$ cat config.mk
export PLATFORM = sky130hd
export DESIGN_NAME = lcd_mode_line_timer
export DESIGN_NICKNAME = d
export VERILOG_FILES = /design/src/hw/rtl/lmt_pkg.sv /design/src/hw/rtl/lmt_core.sv /design/src/hw/rtl/lcd_mode_line_timer.sv
export SDC_FILE = /design/constraint.sdc
export NUM_CORES = 1
export LEC_CHECK = 0
export BUFFER_PORTS_ARGS = -buffer_cell sky130_fd_sc_hd__buf_2
export CAP_MARGIN = 20
export CORE_MARGIN = 1
export CORE_UTILIZATION = 30
export DETAILED_ROUTE_END_ITERATION = 6
export PLACE_DENSITY = 0.44
export SETUP_SLACK_MARGIN = 0.2
export SYNTH_ARGS = -nofsm -noshare
export SYNTH_HDL_FRONTEND = slang
export SYNTH_SLANG_ARGS = --single-unit
$ cat constraint.sdc
create_clock -name clk -period 7.32 [get_ports clk]
set_clock_uncertainty 0.2 [all_clocks]
set_input_delay 1.464 -clock clk [delete_from_list [all_inputs] [get_ports clk]]
set_output_delay 1.464 -clock clk [all_outputs]
set_load 0.01 [all_outputs]
$ cat src/hw/rtl/lmt_pkg.sv
// Shared types and constants for the display mode and line timer.
// Used by lmt_core, lcd_mode_line_timer and the port checker.
package lmt_pkg;

  // Mode codes as seen on the result port
  localparam logic [1:0] CODE_HBLANK = 2'd0;
  localparam logic [1:0] CODE_VBLANK = 2'd1;
  localparam logic [1:0] CODE_OAM    = 2'd2;
  localparam logic [1:0] CODE_XFER   = 2'd3;

  // Configuration register indexes
  localparam logic [1:0] REG_LYC       = 2'd0;
  localparam logic [1:0] REG_HBLANK_IE = 2'd1;
  localparam logic [1:0] REG_VBLANK_IE = 2'd2;
  localparam logic [1:0] REG_OAM_IE    = 2'd3;

  // Request kinds
  localparam logic REQ_TICK  = 1'b0;
  localparam logic REQ_WRITE = 1'b1;

  // Timing constants
  localparam logic [9:0] HBLANK_LEN        = 10'd207;
  localparam logic [9:0] OAM_LEN           = 10'd83;
  localparam logic [9:0] XFER_LEN          = 10'd175;
  localparam logic [9:0] VLINE_LEN         = 10'd456;
  localparam logic [9:0] ACCUM_MAX         = 10'd1023;
  localparam logic [7:0] FIRST_VBLANK_LINE = 8'd144;
  localparam logic [7:0] LAST_LINE         = 8'd152;

  typedef enum logic [3:0] {
    MODE_HBLANK = 4'b0001,
    MODE_VBLANK = 4'b0010,
    MODE_OAM    = 4'b0100,
    MODE_XFER   = 4'b1000
  } mode_t;

  typedef struct packed {
    logic       req_type;
    logic [7:0] cycles;
    logic       irq_master_enable;
    logic       lcd_enable_value;
  } item_t;

  typedef struct packed {
    logic [7:0] lyc_compare;
    logic       hblank_irq_enable;
    logic       vblank_irq_enable;
    logic       oam_irq_enable;
  } cfg_t;

  typedef struct packed {
    logic [1:0] mode;
    logic [7:0] line;
    logic       lyc_match;
    logic       vblank_irq;
    logic       stat_irq;
    logic       line_done;
  } result_t;

  function automatic logic [1:0] mode_code(mode_t m);
    logic [1:0] code;
    case (m)
      MODE_HBLANK: code = CODE_HBLANK;
      MODE_VBLANK: code = CODE_VBLANK;
      MODE_OAM:    code = CODE_OAM;
      MODE_XFER:   code = CODE_XFER;
      default:     code = CODE_OAM;
    endcase
    return code;
  endfunction

endpackage

$ cat src/hw/rtl/lmt_core.sv
// Mode, line and cycle counter state with its single step update.
// Depends on lmt_pkg for the item, configuration and result types.
module lmt_core (
  input  logic             clk,
  input  logic             rst,
  input  logic             advance,
  input  lmt_pkg::item_t   item,
  input  lmt_pkg::cfg_t    cfg,
  output lmt_pkg::result_t res
);
  import lmt_pkg::*;

  mode_t      mode_state, mode_state_next;
  logic [9:0] cycle_accum, cycle_accum_next;
  logic [7:0] line_count, line_count_next;
  logic       display_enabled, display_enabled_next;
  logic       match_flag, match_flag_next;

  logic [10:0] accum_sum;
  logic [9:0]  accum_sat;
  logic [9:0]  phase_len;
  logic        phase_done;
  logic [9:0]  accum_rem;
  logic [7:0]  line_inc;
  logic        line_match;
  logic        vb_irq, st_irq, done;

  always_comb begin
    accum_sum  = {1'b0, cycle_accum} + {3'b000, item.cycles};
    accum_sat  = accum_sum[10] ? ACCUM_MAX : accum_sum[9:0];
    case (mode_state)
      MODE_HBLANK: phase_len = HBLANK_LEN;
      MODE_OAM:    phase_len = OAM_LEN;
      MODE_XFER:   phase_len = XFER_LEN;
      default:     phase_len = VLINE_LEN;
    endcase
    phase_done = accum_sat >= phase_len;
    accum_rem  = accum_sat - phase_len;
    line_inc   = (line_count == LAST_LINE) ? 8'd0 : line_count + 8'd1;
    line_match = line_inc == cfg.lyc_compare;

    mode_state_next      = mode_state;
    cycle_accum_next     = cycle_accum;
    line_count_next      = line_count;
    display_enabled_next = display_enabled;
    match_flag_next      = match_flag;
    vb_irq = 1'b0;
    st_irq = 1'b0;
    done   = 1'b0;

    if (item.req_type == REQ_WRITE) begin
      // a rising enable resets the line to 0 and clears the cycle counter
      if (item.lcd_enable_value && !display_enabled) begin
        line_count_next  = 8'd0;
        cycle_accum_next = 10'd0;
      end
      display_enabled_next = item.lcd_enable_value;
    end else if (display_enabled) begin
      cycle_accum_next = phase_done ? accum_rem : accum_sat;
      if (phase_done) begin
        case (mode_state)
          MODE_HBLANK: begin
            done            = 1'b1;
            line_count_next = line_inc;
            match_flag_next = line_match;
            if (line_inc == FIRST_VBLANK_LINE) begin
              mode_state_next = MODE_VBLANK;
              vb_irq          = 1'b1;
              st_irq          = item.irq_master_enable &&
                                (line_match || cfg.vblank_irq_enable);
            end else begin
              mode_state_next = MODE_OAM;
              st_irq          = item.irq_master_enable &&
                                (line_match || cfg.oam_irq_enable);
            end
          end
          MODE_OAM: begin
            mode_state_next = MODE_XFER;
          end
          MODE_XFER: begin
            mode_state_next = MODE_HBLANK;
            st_irq          = item.irq_master_enable && cfg.hblank_irq_enable;
          end
          default: begin
            line_count_next = line_inc;
            match_flag_next = line_match;
            if (line_inc == 8'd0) begin
              mode_state_next = MODE_OAM;
              st_irq          = item.irq_master_enable &&
                                (line_match || cfg.oam_irq_enable);
            end else begin
              st_irq = item.irq_master_enable && line_match;
            end
          end
        endcase
      end
    end

    res.mode       = mode_code(mode_state_next);
    res.line       = line_count_next;
    res.lyc_match  = match_flag_next;
    res.vblank_irq = vb_irq;
    res.stat_irq   = st_irq;
    res.line_done  = done;
  end

  always_ff @(posedge clk) begin
    if (rst) begin
      mode_state      <= MODE_OAM;
      cycle_accum     <= 10'd0;
      line_count      <= 8'd0;
      display_enabled <= 1'b1;
      match_flag      <= 1'b0;
    end else if (advance) begin
      mode_state      <= mode_state_next;
      cycle_accum     <= cycle_accum_next;
      line_count      <= line_count_next;
      display_enabled <= display_enabled_next;
      match_flag      <= match_flag_next;
    end
  end

endmodule

$ cat src/hw/rtl/lcd_mode_line_timer.sv
// Display controller mode and line timer: use notes below.
// Top level; depends on lmt_pkg and lmt_core.
//
// Items arrive on the in channel (in_valid/in_ready): a tick carries elapsed
// cycles, a control write carries the display enable bit. Every item gives
// exactly one result on the out channel (out_valid/out_ready): mode, line,
// match flag and the vblank, stat and line-done pulses for that item.
// Registers are written on the cfg channel (cfg_valid/cfg_ready, cfg_index,
// cfg_data); cfg_ready is always high and writes are expected only while
// the block is idle.
// The item sits in the input register after the edge that accepts it, and on
// advance the state update lands in the result register and raises out_valid.
// One item per cycle is sustained while the receiver takes results; the only
// loop is the counter and mode update.
// When the receiver stalls, the result register holds, the input register
// fills, and in_ready drops until the result is taken.
// Reset leaves the timer in oam search at line 0 with the display enabled,
// clears cfg, the cycle counter and the match flag, and empties both stages.
module lcd_mode_line_timer (
  input  logic       clk,
  input  logic       rst,
  input  logic       in_valid,
  output logic       in_ready,
  input  logic       req_type,
  input  logic [7:0] cycles,
  input  logic       irq_master_enable,
  input  logic       lcd_enable_value,
  output logic       out_valid,
  input  logic       out_ready,
  output logic [1:0] mode,
  output logic [7:0] line,
  output logic       lyc_match,
  output logic       vblank_irq,
  output logic       stat_irq,
  output logic       line_done,
  input  logic       cfg_valid,
  output logic       cfg_ready,
  input  logic [1:0] cfg_index,
  input  logic [7:0] cfg_data
);
  import lmt_pkg::*;

  cfg_t    cfg;
  item_t   in_item;
  logic    in_full;
  logic    advance;
  result_t step_res;
  result_t res;

  assign cfg_ready = 1'b1;
  assign advance   = in_full && (!out_valid || out_ready);
  assign in_ready  = !in_full || advance;

  always_ff @(posedge clk) begin
    if (rst) begin
      cfg <= '0;
    end else if (cfg_valid) begin
      case (cfg_index)
        REG_LYC:       cfg.lyc_compare       <= cfg_data;
        REG_HBLANK_IE: cfg.hblank_irq_enable <= cfg_data[0];
        REG_VBLANK_IE: cfg.vblank_irq_enable <= cfg_data[0];
        REG_OAM_IE:    cfg.oam_irq_enable    <= cfg_data[0];
        default: ;
      endcase
    end
  end

  // input stage
  always_ff @(posedge clk) begin
    if (rst) begin
      in_full <= 1'b0;
    end else if (in_valid && in_ready) begin
      in_full <= 1'b1;
    end else if (advance) begin
      in_full <= 1'b0;
    end
  end

  always_ff @(posedge clk) begin
    if (in_valid && in_ready) begin
      in_item.req_type          <= req_type;
      in_item.cycles            <= cycles;
      in_item.irq_master_enable <= irq_master_enable;
      in_item.lcd_enable_value  <= lcd_enable_value;
    end
  end

  lmt_core u_core (
    .clk     (clk),
    .rst     (rst),
    .advance (advance),
    .item    (in_item),
    .cfg     (cfg),
    .res     (step_res)
  );

  // result stage
  always_ff @(posedge clk) begin
    if (rst) begin
      out_valid <= 1'b0;
    end else if (advance) begin
      out_valid <= 1'b1;
    end else if (out_ready) begin
      out_valid <= 1'b0;
    end
  end

  always_ff @(posedge clk) begin
    if (advance) begin
      res <= step_res;
    end
  end

  assign mode       = res.mode;
  assign line       = res.line;
  assign lyc_match  = res.lyc_match;
  assign vblank_irq = res.vblank_irq;
  assign stat_irq   = res.stat_irq;
  assign line_done  = res.line_done;

endmodule

==> metrics.md, run 1 <==
| Metric | Value |
|---|---|
| Final hold violation count | `0` |
| Total power draw | `1.11 mW` |
| HP Class | `reg2reg` |
| VDD IR max | `0.135 mV` |
| Total GRT Usage | `15.8%` |
| Drt pass-1 iters | `4` |
| Synth Flop Type | `dfxtp_1` |
| Leak pwr | `1.74 nW` |
| Crit Path Class | `reg2reg` |
| H-tree Lvls | `3` |
| Period utilization | `69.3%` |
| Crit-path leading delay family | `simple AND/OR/NAND/NOR gates` |
| Most frequent cells in the layout | `45 x nand2_1, 44 x nor2_1, 41 x buf_2` |
| Required @ worst endpoint | `7.30 ns` |
| Routing usage on met3 | `3.90%` |
| Layout Utilization | `35.9%` |
| Design Area, Final | `4510 um2` |
| Part of the Yosys area used for sequential elements | `38.7%` |
| Placed Area | `4210 um2` |
| Layout cell share with drive strength beyond 1 | `15.4%` |
| Vias | `3222` |
| Min Tclk post-route | `5.07 ns` |
| Max Clock Freq | `197 MHz` |
| Buf/Inv on CP | `1` |
| CP Max Fanout | `7` |
| Met2 Usage GRT | `23.1%` |
| Placer Congestion | `0.809` |
| Worst setup margin | `2.25 ns` |
| Die extent in y | `115 um` |
| Crit path largest cell delay | `0.78 ns` |
| MaxCap Viol Count | `0` |
| Worst path cell trace | `ha_1 > inv_1 > fa_1 > nor2b_4 > o31a_1 > or4_4 > nand2_1 > o21ai_0 > ha_1 > nor3b_1 > nor3_1 > o2111ai_1 > o31ai_2 > nor3_1 > a21oi_1 > mux2i_1` |
| Slowest cell on crit path | `nor3_1` |
| # fillers | `1317` |
| Num CTS Buffers | `9` |
| Total Nets Final | `516` |
| Data arrival, critical path | `5.06 ns` |
| Synth Area in XOR/XNOR | `5.00%` |
| Drt drc | `0` |
| CTS tree | `built` |
| GR peak layer | `met2` |
| Initial drt markers | `184` |
| Number of port buffers | `41` |
| Mapped cell area | `3850 um2` |
| Multi-input logic area | `2210 um2` |
| Vias in the first global route | `3029` |
| Post-CTS sizing | `0` |
| Clk buf depth | `2` |
| CTS Root Cell | `clkbuf_16` |
| Starting Density | `30.7%` |
| Commonest non-fill, non-tap cell in the layout | `nand2_1` |
| Setup_tns | `0 ns` |
| Clock slew seen by the registers of the worst setup and hold paths | `0.05 ns` |
| Initial antenna violation count | `0` |
| PD cells | `247 nW/um2` |
| Largest net degree at the start of global routing | `41` |
| CP startpoint kind | `flop` |
| CP endpoint kind | `flop` |
| Mapped Cells | `432` |
| Hpwl dp | `7240 um` |
| Syn avg cell area | `8.92 um2` |
| Yosys reg bits | `62` |
| Max-slew violation count | `0` |
| Met1 Use GR | `22.3%` |
| Synth async-reset ratio | `0%` |
| Total global routing overflow | `0` |
| Synth area leaders | `edfxtp_1 19%, dfxtp_1 19%, ha_1 6.2%, mux2i_1 4.4%, nand2_1 4.4%` |
| Per-cell routed wire length | `15.0 um` |
| Cell taking the most area after synthesis | `edfxtp_1` |
| Synth cell types | `69` |
| Clk Latency, worst-skew pair | `0.33 ns` |
| Status | `finished clean` |
| Rel. slew slack | `39.1%` |
| Post-Synth Adder-Cell Area | `7.21%` |
| Yosys warns | `0` |
| RSZ-0062 raised after global routing | `no` |
| Hold Worst Slack | `0.255 ns` |
| Synth-to-layout area growth | `17.0%` |
| Final WL | `9700 um` |
| DR vias/cell | `4.99` |
| Sink Count | `62` |
| FP Rows | `41` |
| Pre-CTS setup slack | `2.21 ns` |
| First-pass GRT wire length | `15700 um` |
| I/O pin cnt | `43` |
| Dpl cells | `630` |
| Compound-Gate Fraction of Synth Area | `18.6%` |
| Non-filler instance count after layout | `646` |
| Core footprint | `12600 um2` |
| Synth Area in Simple Gates | `21.0%` |
| Post-CTS setup buffer count | `0` |
| Yosys top cell area share | `19.5%` |
| Cts hold-fix bufs | `0` |
| Largest family of logic cells by synthesized area | `simple AND/OR/NAND/NOR gates` |
| Post-synthesis mux area share | `5.58%` |
| Syn Nets | `479` |
| EDFF count, synth | `25` |
| Antenna diodes | `0` |
| Die Width | `115 um` |
| Final setup viols | `0` |
| Tightest Pin Transition | `0.906 ns` |
| Post-route ant nets | `0` |
| Die area | `13300 um2` |
| Reg area | `1490 um2` |
[cell families after synthesis]
logic type | after synthesis
AO/OA/AOI/OAI | 107
adder cells (fa/ha/maj) | 21
flip-flops | 62
AND/OR/NAND/NOR | 164
buffers and inverters | 34
XOR/XNOR | 22
multiplexers | 21
other | 1
[worst reg2reg max path, cell delays in order, from the launching register on]
cell	delay, ns
edfxtp_1	0.37
ha_1	0.22
inv_1	0.07
fa_1	0.25
nor2b_4	0.06
o31a_1	0.27
or4_4	0.49
nand2_1	0.21
o21ai_0	0.24
ha_1	0.42
nor3b_1	0.29
nor3_1	0.11
o2111ai_1	0.42
o31ai_2	0.21
nor3_1	0.78
a21oi_1	0.17
mux2i_1	0.16
[cells in the mapped netlist (3+ instances only)]
cell type  count
o211ai_1       3
a21o_1         8
dfxtp_1       37
or3_1          4
ha_1          19
and2_1         4
a21oi_1       27
a211oi_1       4
edfxtp_1      25
nor3_1        13
nand2b_1       8
inv_1         16
o21ai_0       21
nand4_1        5
a22o_1         3
nor2_1        44
a311oi_1       3
o21a_1         4
nand3_1       17
mux2i_1       17
clkbuf_1      11
xnor2_1       13
xor2_1         9
nand3b_1       3
mux2_2         4
nand2_1       45
a31oi_1        7
a22oi_1        4
[power breakdown]
group / total (mW) / switching, mW / internal (mW)
clock network: 0.424 / 0.155 / 0.268
registers: 0.388 / 0.0105 / 0.377
logic: 0.303 / 0.183 / 0.120
[layout make-up]
type                    count  area share (%)
well taps                 172            4.77
inverters                  17            1.42
multi-input cells         336            49.1
clock inverters             4           0.555
repair buffers             43            4.88
clock buffers              12            6.16
flip-flops and latches     62            33.1
[flip-flops by register name (all words and copies together), names as in the netlist]
register and count:
out_valid 1, in_full 1, u_core.match_flag 1, lyc_match 1
u_core.cycle_accum 10, stat_irq 1, in_item 11, cfg 11
vblank_irq 1, line 8, line_done 1, u_core.line_count 8
u_core.mode_state 4, mode 2, u_core.display_enabled 1
[final timing paths]
| path | startpoint | end | slack (ns) | cells after the start |
|---|---|---|---|---|
| worst max-delay path | in_item[2] | line[2] | 2.25 | 16 |
| worst min-delay path | u_core.cycle_accum[0] | u_core.cycle_accum[0] | 0.25 | 2 |
| worst max register to register | in_item[2] | line[2] | 2.25 | 16 |
| worst min register to register | u_core.cycle_accum[0] | u_core.cycle_accum[0] | 0.25 | 2 |
[per-layer routing]
metal | vias up | share of wire (%)
met4 | 0 | 0.66
met3 | 6 | 3.0
met1 | 1503 | 52
li1 | 1660 | -
met5 | - | 0
met2 | 53 | 44
No activity file was read; power rests on OpenSTA's default activity.
==> inputs of run 2 (changes only) <==
Settings changed: ABC_AREA set to 1, PLACE_DENSITY 0.44 to 0.46.
Clock period 7.32 ns to 4.2 ns, I/O delays scaled along.
==> run 2 against run 1 <==
Compared with the run above: critical path depth rose by 7; critical endpoint is now u_core.cycle_accum[4]; wire length is 11% higher; synthesized cell count rose by 30%; clock-buffer cell count up 2; highest routed layer unchanged; register-to-register slack worse by 1.8 ns; final cell count grew 23%; cell area up 12%.
==> metrics.md, run 2 <==
| Metric | Value |
|---|---|
| First-pass GRT wire length | `17900 um` |
| Buf/Inv on CP | `5` |
| HP Class | `reg2reg` |
| CTS tree | `built` |
| Part of the Yosys area used for sequential elements | `36.2%` |
| Clock slew seen by the registers of the worst setup and hold paths | `0.05 ns` |
| Min Tclk post-route | `3.79 ns` |
| Status | `finished clean` |
| Top flop regs | `cfg x11, in_item x11, u_core.cycle_accum x10` |
| Commonest non-fill, non-tap cell in the layout | `nand2_1` |
| Cts hold-fix bufs | `0` |
| Synth area leaders | `edfxtp_1 18%, dfxtp_1 18%, nand2_1 12%, inv_1 6.4%, ha_1 5.8%` |
| Die Width | `119 um` |
| CP startpoint kind | `flop` |
| Synth cell types | `43` |
| Placer Congestion | `0.862` |
| Total Nets Final | `664` |
| Synth Flop Type | `dfxtp_1` |
| Crit path largest cell delay | `0.37 ns` |
| # fillers | `1396` |
| Period utilization | `90.2%` |
| FF-to-FF setup slack | `0.41 ns` |
| Data arrival, critical path | `3.78 ns` |
| Worst path cell trace | `ha_2 > inv_2 > fa_2 > inv_2 > nand2_2 > a21oi_4 > nand2_2 > nand2_2 > nand2_4 > inv_4 > nor2_2 > ha_2 > inv_2 > fa_2 > nand3_1 > nand2_2 > nand2_1 > nand2_1 > a21oi_2 > nand4_4 > buf_4 > o211ai_1 > a21oi_1` |
| Final hold violation count | `0` |
| Die extent in y | `119 um` |
| Initial drt markers | `213` |
| Final setup viols | `0` |
| Crit-path leading delay family | `simple AND/OR/NAND/NOR gates` |
| I/O pin cnt | `43` |
| MaxCap Viol Count | `0` |
| Sink Count | `62` |
| Setup_tns | `0 ns` |
| Final WL | `10800 um` |
| Mapped Cells | `562` |
| Layout cell share with drive strength beyond 1 | `24.0%` |
| Syn avg cell area | `7.33 um2` |
| Vias in the first global route | `3549` |
| Number of port buffers | `41` |
| PD cells | `422 nW/um2` |
| Antenna diodes | `0` |
| Syn Nets | `609` |
| Core footprint | `13300 um2` |
| RSZ-0062 raised after global routing | `no` |
| Leak pwr | `2.36 nW` |
| Drt drc | `0` |
| Synth async-reset ratio | `0%` |
| Cell taking the most area after synthesis | `edfxtp_1` |
| Num CTS Buffers | `9` |
| Post-route ant nets | `0` |
| Total GRT Usage | `16.4%` |
| Total global routing overflow | `0` |
| Hold Worst Slack | `0.268 ns` |
| Die area | `14200 um2` |
| Rel. slew slack | `51.1%` |
| H-tree Lvls | `3` |
| Slowest cell on crit path | `edfxtp_1` |
| CTS Root Cell | `clkbuf_16` |
| Clk buf depth | `2` |
| Most frequent cells in the layout | `126 x nand2_1, 66 x inv_1, 49 x nor2_1` |
| DR vias/cell | `4.66` |
| CP Max Fanout | `11` |
| Max Clock Freq | `264 MHz` |
| CP endpoint kind | `flop` |
| Tightest Pin Transition | `0.731 ns` |
| Crit Path Class | `reg2reg` |
| Largest net degree at the start of global routing | `27` |
| Initial antenna violation count | `0` |
| Most used cell, CP | `nand2_2` |
| Starting Density | `31.0%` |
| Yosys warns | `0` |
| Synth-to-layout area growth | `22.3%` |
| Multi-input logic area | `2440 um2` |
| Top-count cell post-synth | `nand2_1` |
| Drt pass-1 iters | `5` |
| VDD IR max | `0.248 mV` |
| Post-synth top cells | `131 x nand2_1, 70 x inv_1, 52 x nor2_1` |
| Reg area | `1490 um2` |
| FP Rows | `42` |
| Yosys top cell area share | `18.2%` |
| Vias | `3711` |
| Yosys reg bits | `62` |
| Per-cell routed wire length | `13.5 um` |
| Max-slew violation count | `0` |
| Required @ worst endpoint | `4.19 ns` |
| Clk Latency, worst-skew pair | `0.34 ns` |
| Hpwl dp | `7930 um` |
| EDFF count, synth | `25` |
| Mapped cell area | `4120 um2` |
[run 2: path summary, 6_finish.rpt]
kind,from,cells past startpoint,end
max,in_item[2],23,u_core.cycle_accum[4]
min,u_core.cycle_accum[0],2,u_core.cycle_accum[0]
max reg2reg,in_item[2],23,u_core.cycle_accum[4]
min reg2reg,u_core.cycle_accum[0],2,u_core.cycle_accum[0]
[run 2: area by class of cell]
type                       instances  share of cell area, %
multi-input combinational        410                   48.4
sequential                        62                   29.6
timing repair buffer              54                   6.08
inverter                          80                   6.01
clock buffer                      14                   5.44
tap                              176                   4.37
clock inverter                     1                 0.0993
[run 2: what timing repair did]
item	in CTS	in global routing
gates cloned	0	0
pin swaps	3	17
endpoints found under the setup margin	2	36
gates resized for setup	3	37
setup buffers	3	4
[run 2: worst register-to-register path: stages (launching register included)]
cell and delay (ns):
edfxtp_1 0.37, ha_2 0.19, inv_2 0.07, fa_2 0.19, inv_2 0.04, nand2_2 0.07, a21oi_4 0.07, nand2_2 0.07
nand2_2 0.08, nand2_4 0.11, inv_4 0.05, nor2_2 0.08, ha_2 0.18, inv_2 0.05, fa_2 0.38, nand3_1 0.09
nand2_2 0.08, nand2_1 0.06, nand2_1 0.08, a21oi_2 0.22, nand4_4 0.26, buf_4 0.27, o211ai_1 0.28, a21oi_1 0.10
[run 2: per-stage QoR]
step / power [mW] / worst slack [ns] / utilization, % / instance area, um2 / instances
2_1_floorplan: 1.19 / 0.552 / - / 4120 / 562
5_1_grt: 2.27 / 0.171 / 37.9 / 5040 / 797
3_3_place_gp: 1.35 / 0.261 / 34.1 / 4530 / 774
3_5_place_dp: 1.34 / 0.162 / 34.1 / 4530 / 774
6_report: 2.13 / 0.413 / 37.9 / 5040 / 797
4_1_cts: 2.07 / 0.201 / 36.5 / 4860 / 792
[run 2: routing by layer]
| metal | GRT usage [%] | wire, um |
|---|---|---|
| met1 | 22.5 | 5520 |
| met2 | 24.1 | 4670 |
| met4 | 7.91 | 194 |
| met5 | 0 | 0 |
| met3 | 3.54 | 412 |
[run 2: cell families after synthesis]
group           count (synthesis)  synth area share (%)
xor+xnor                       14                  2.98
flops                          62                  36.2
compound gates                 93                  12.5
other cells                     1                0.0910
simple gates                  281                  33.0
buf+inv                        90                  8.50
fa+ha+maj                      21                  6.74
[run 2: power breakdown]
group          internal [mW]  total (mW)  switching, mW  leakage [nW]
Clock                  0.443       0.695          0.253         0.139
Combinational          0.285       0.727          0.442          1.68
Sequential             0.674       0.704         0.0297         0.543
Total                   1.40        2.13          0.724          2.36
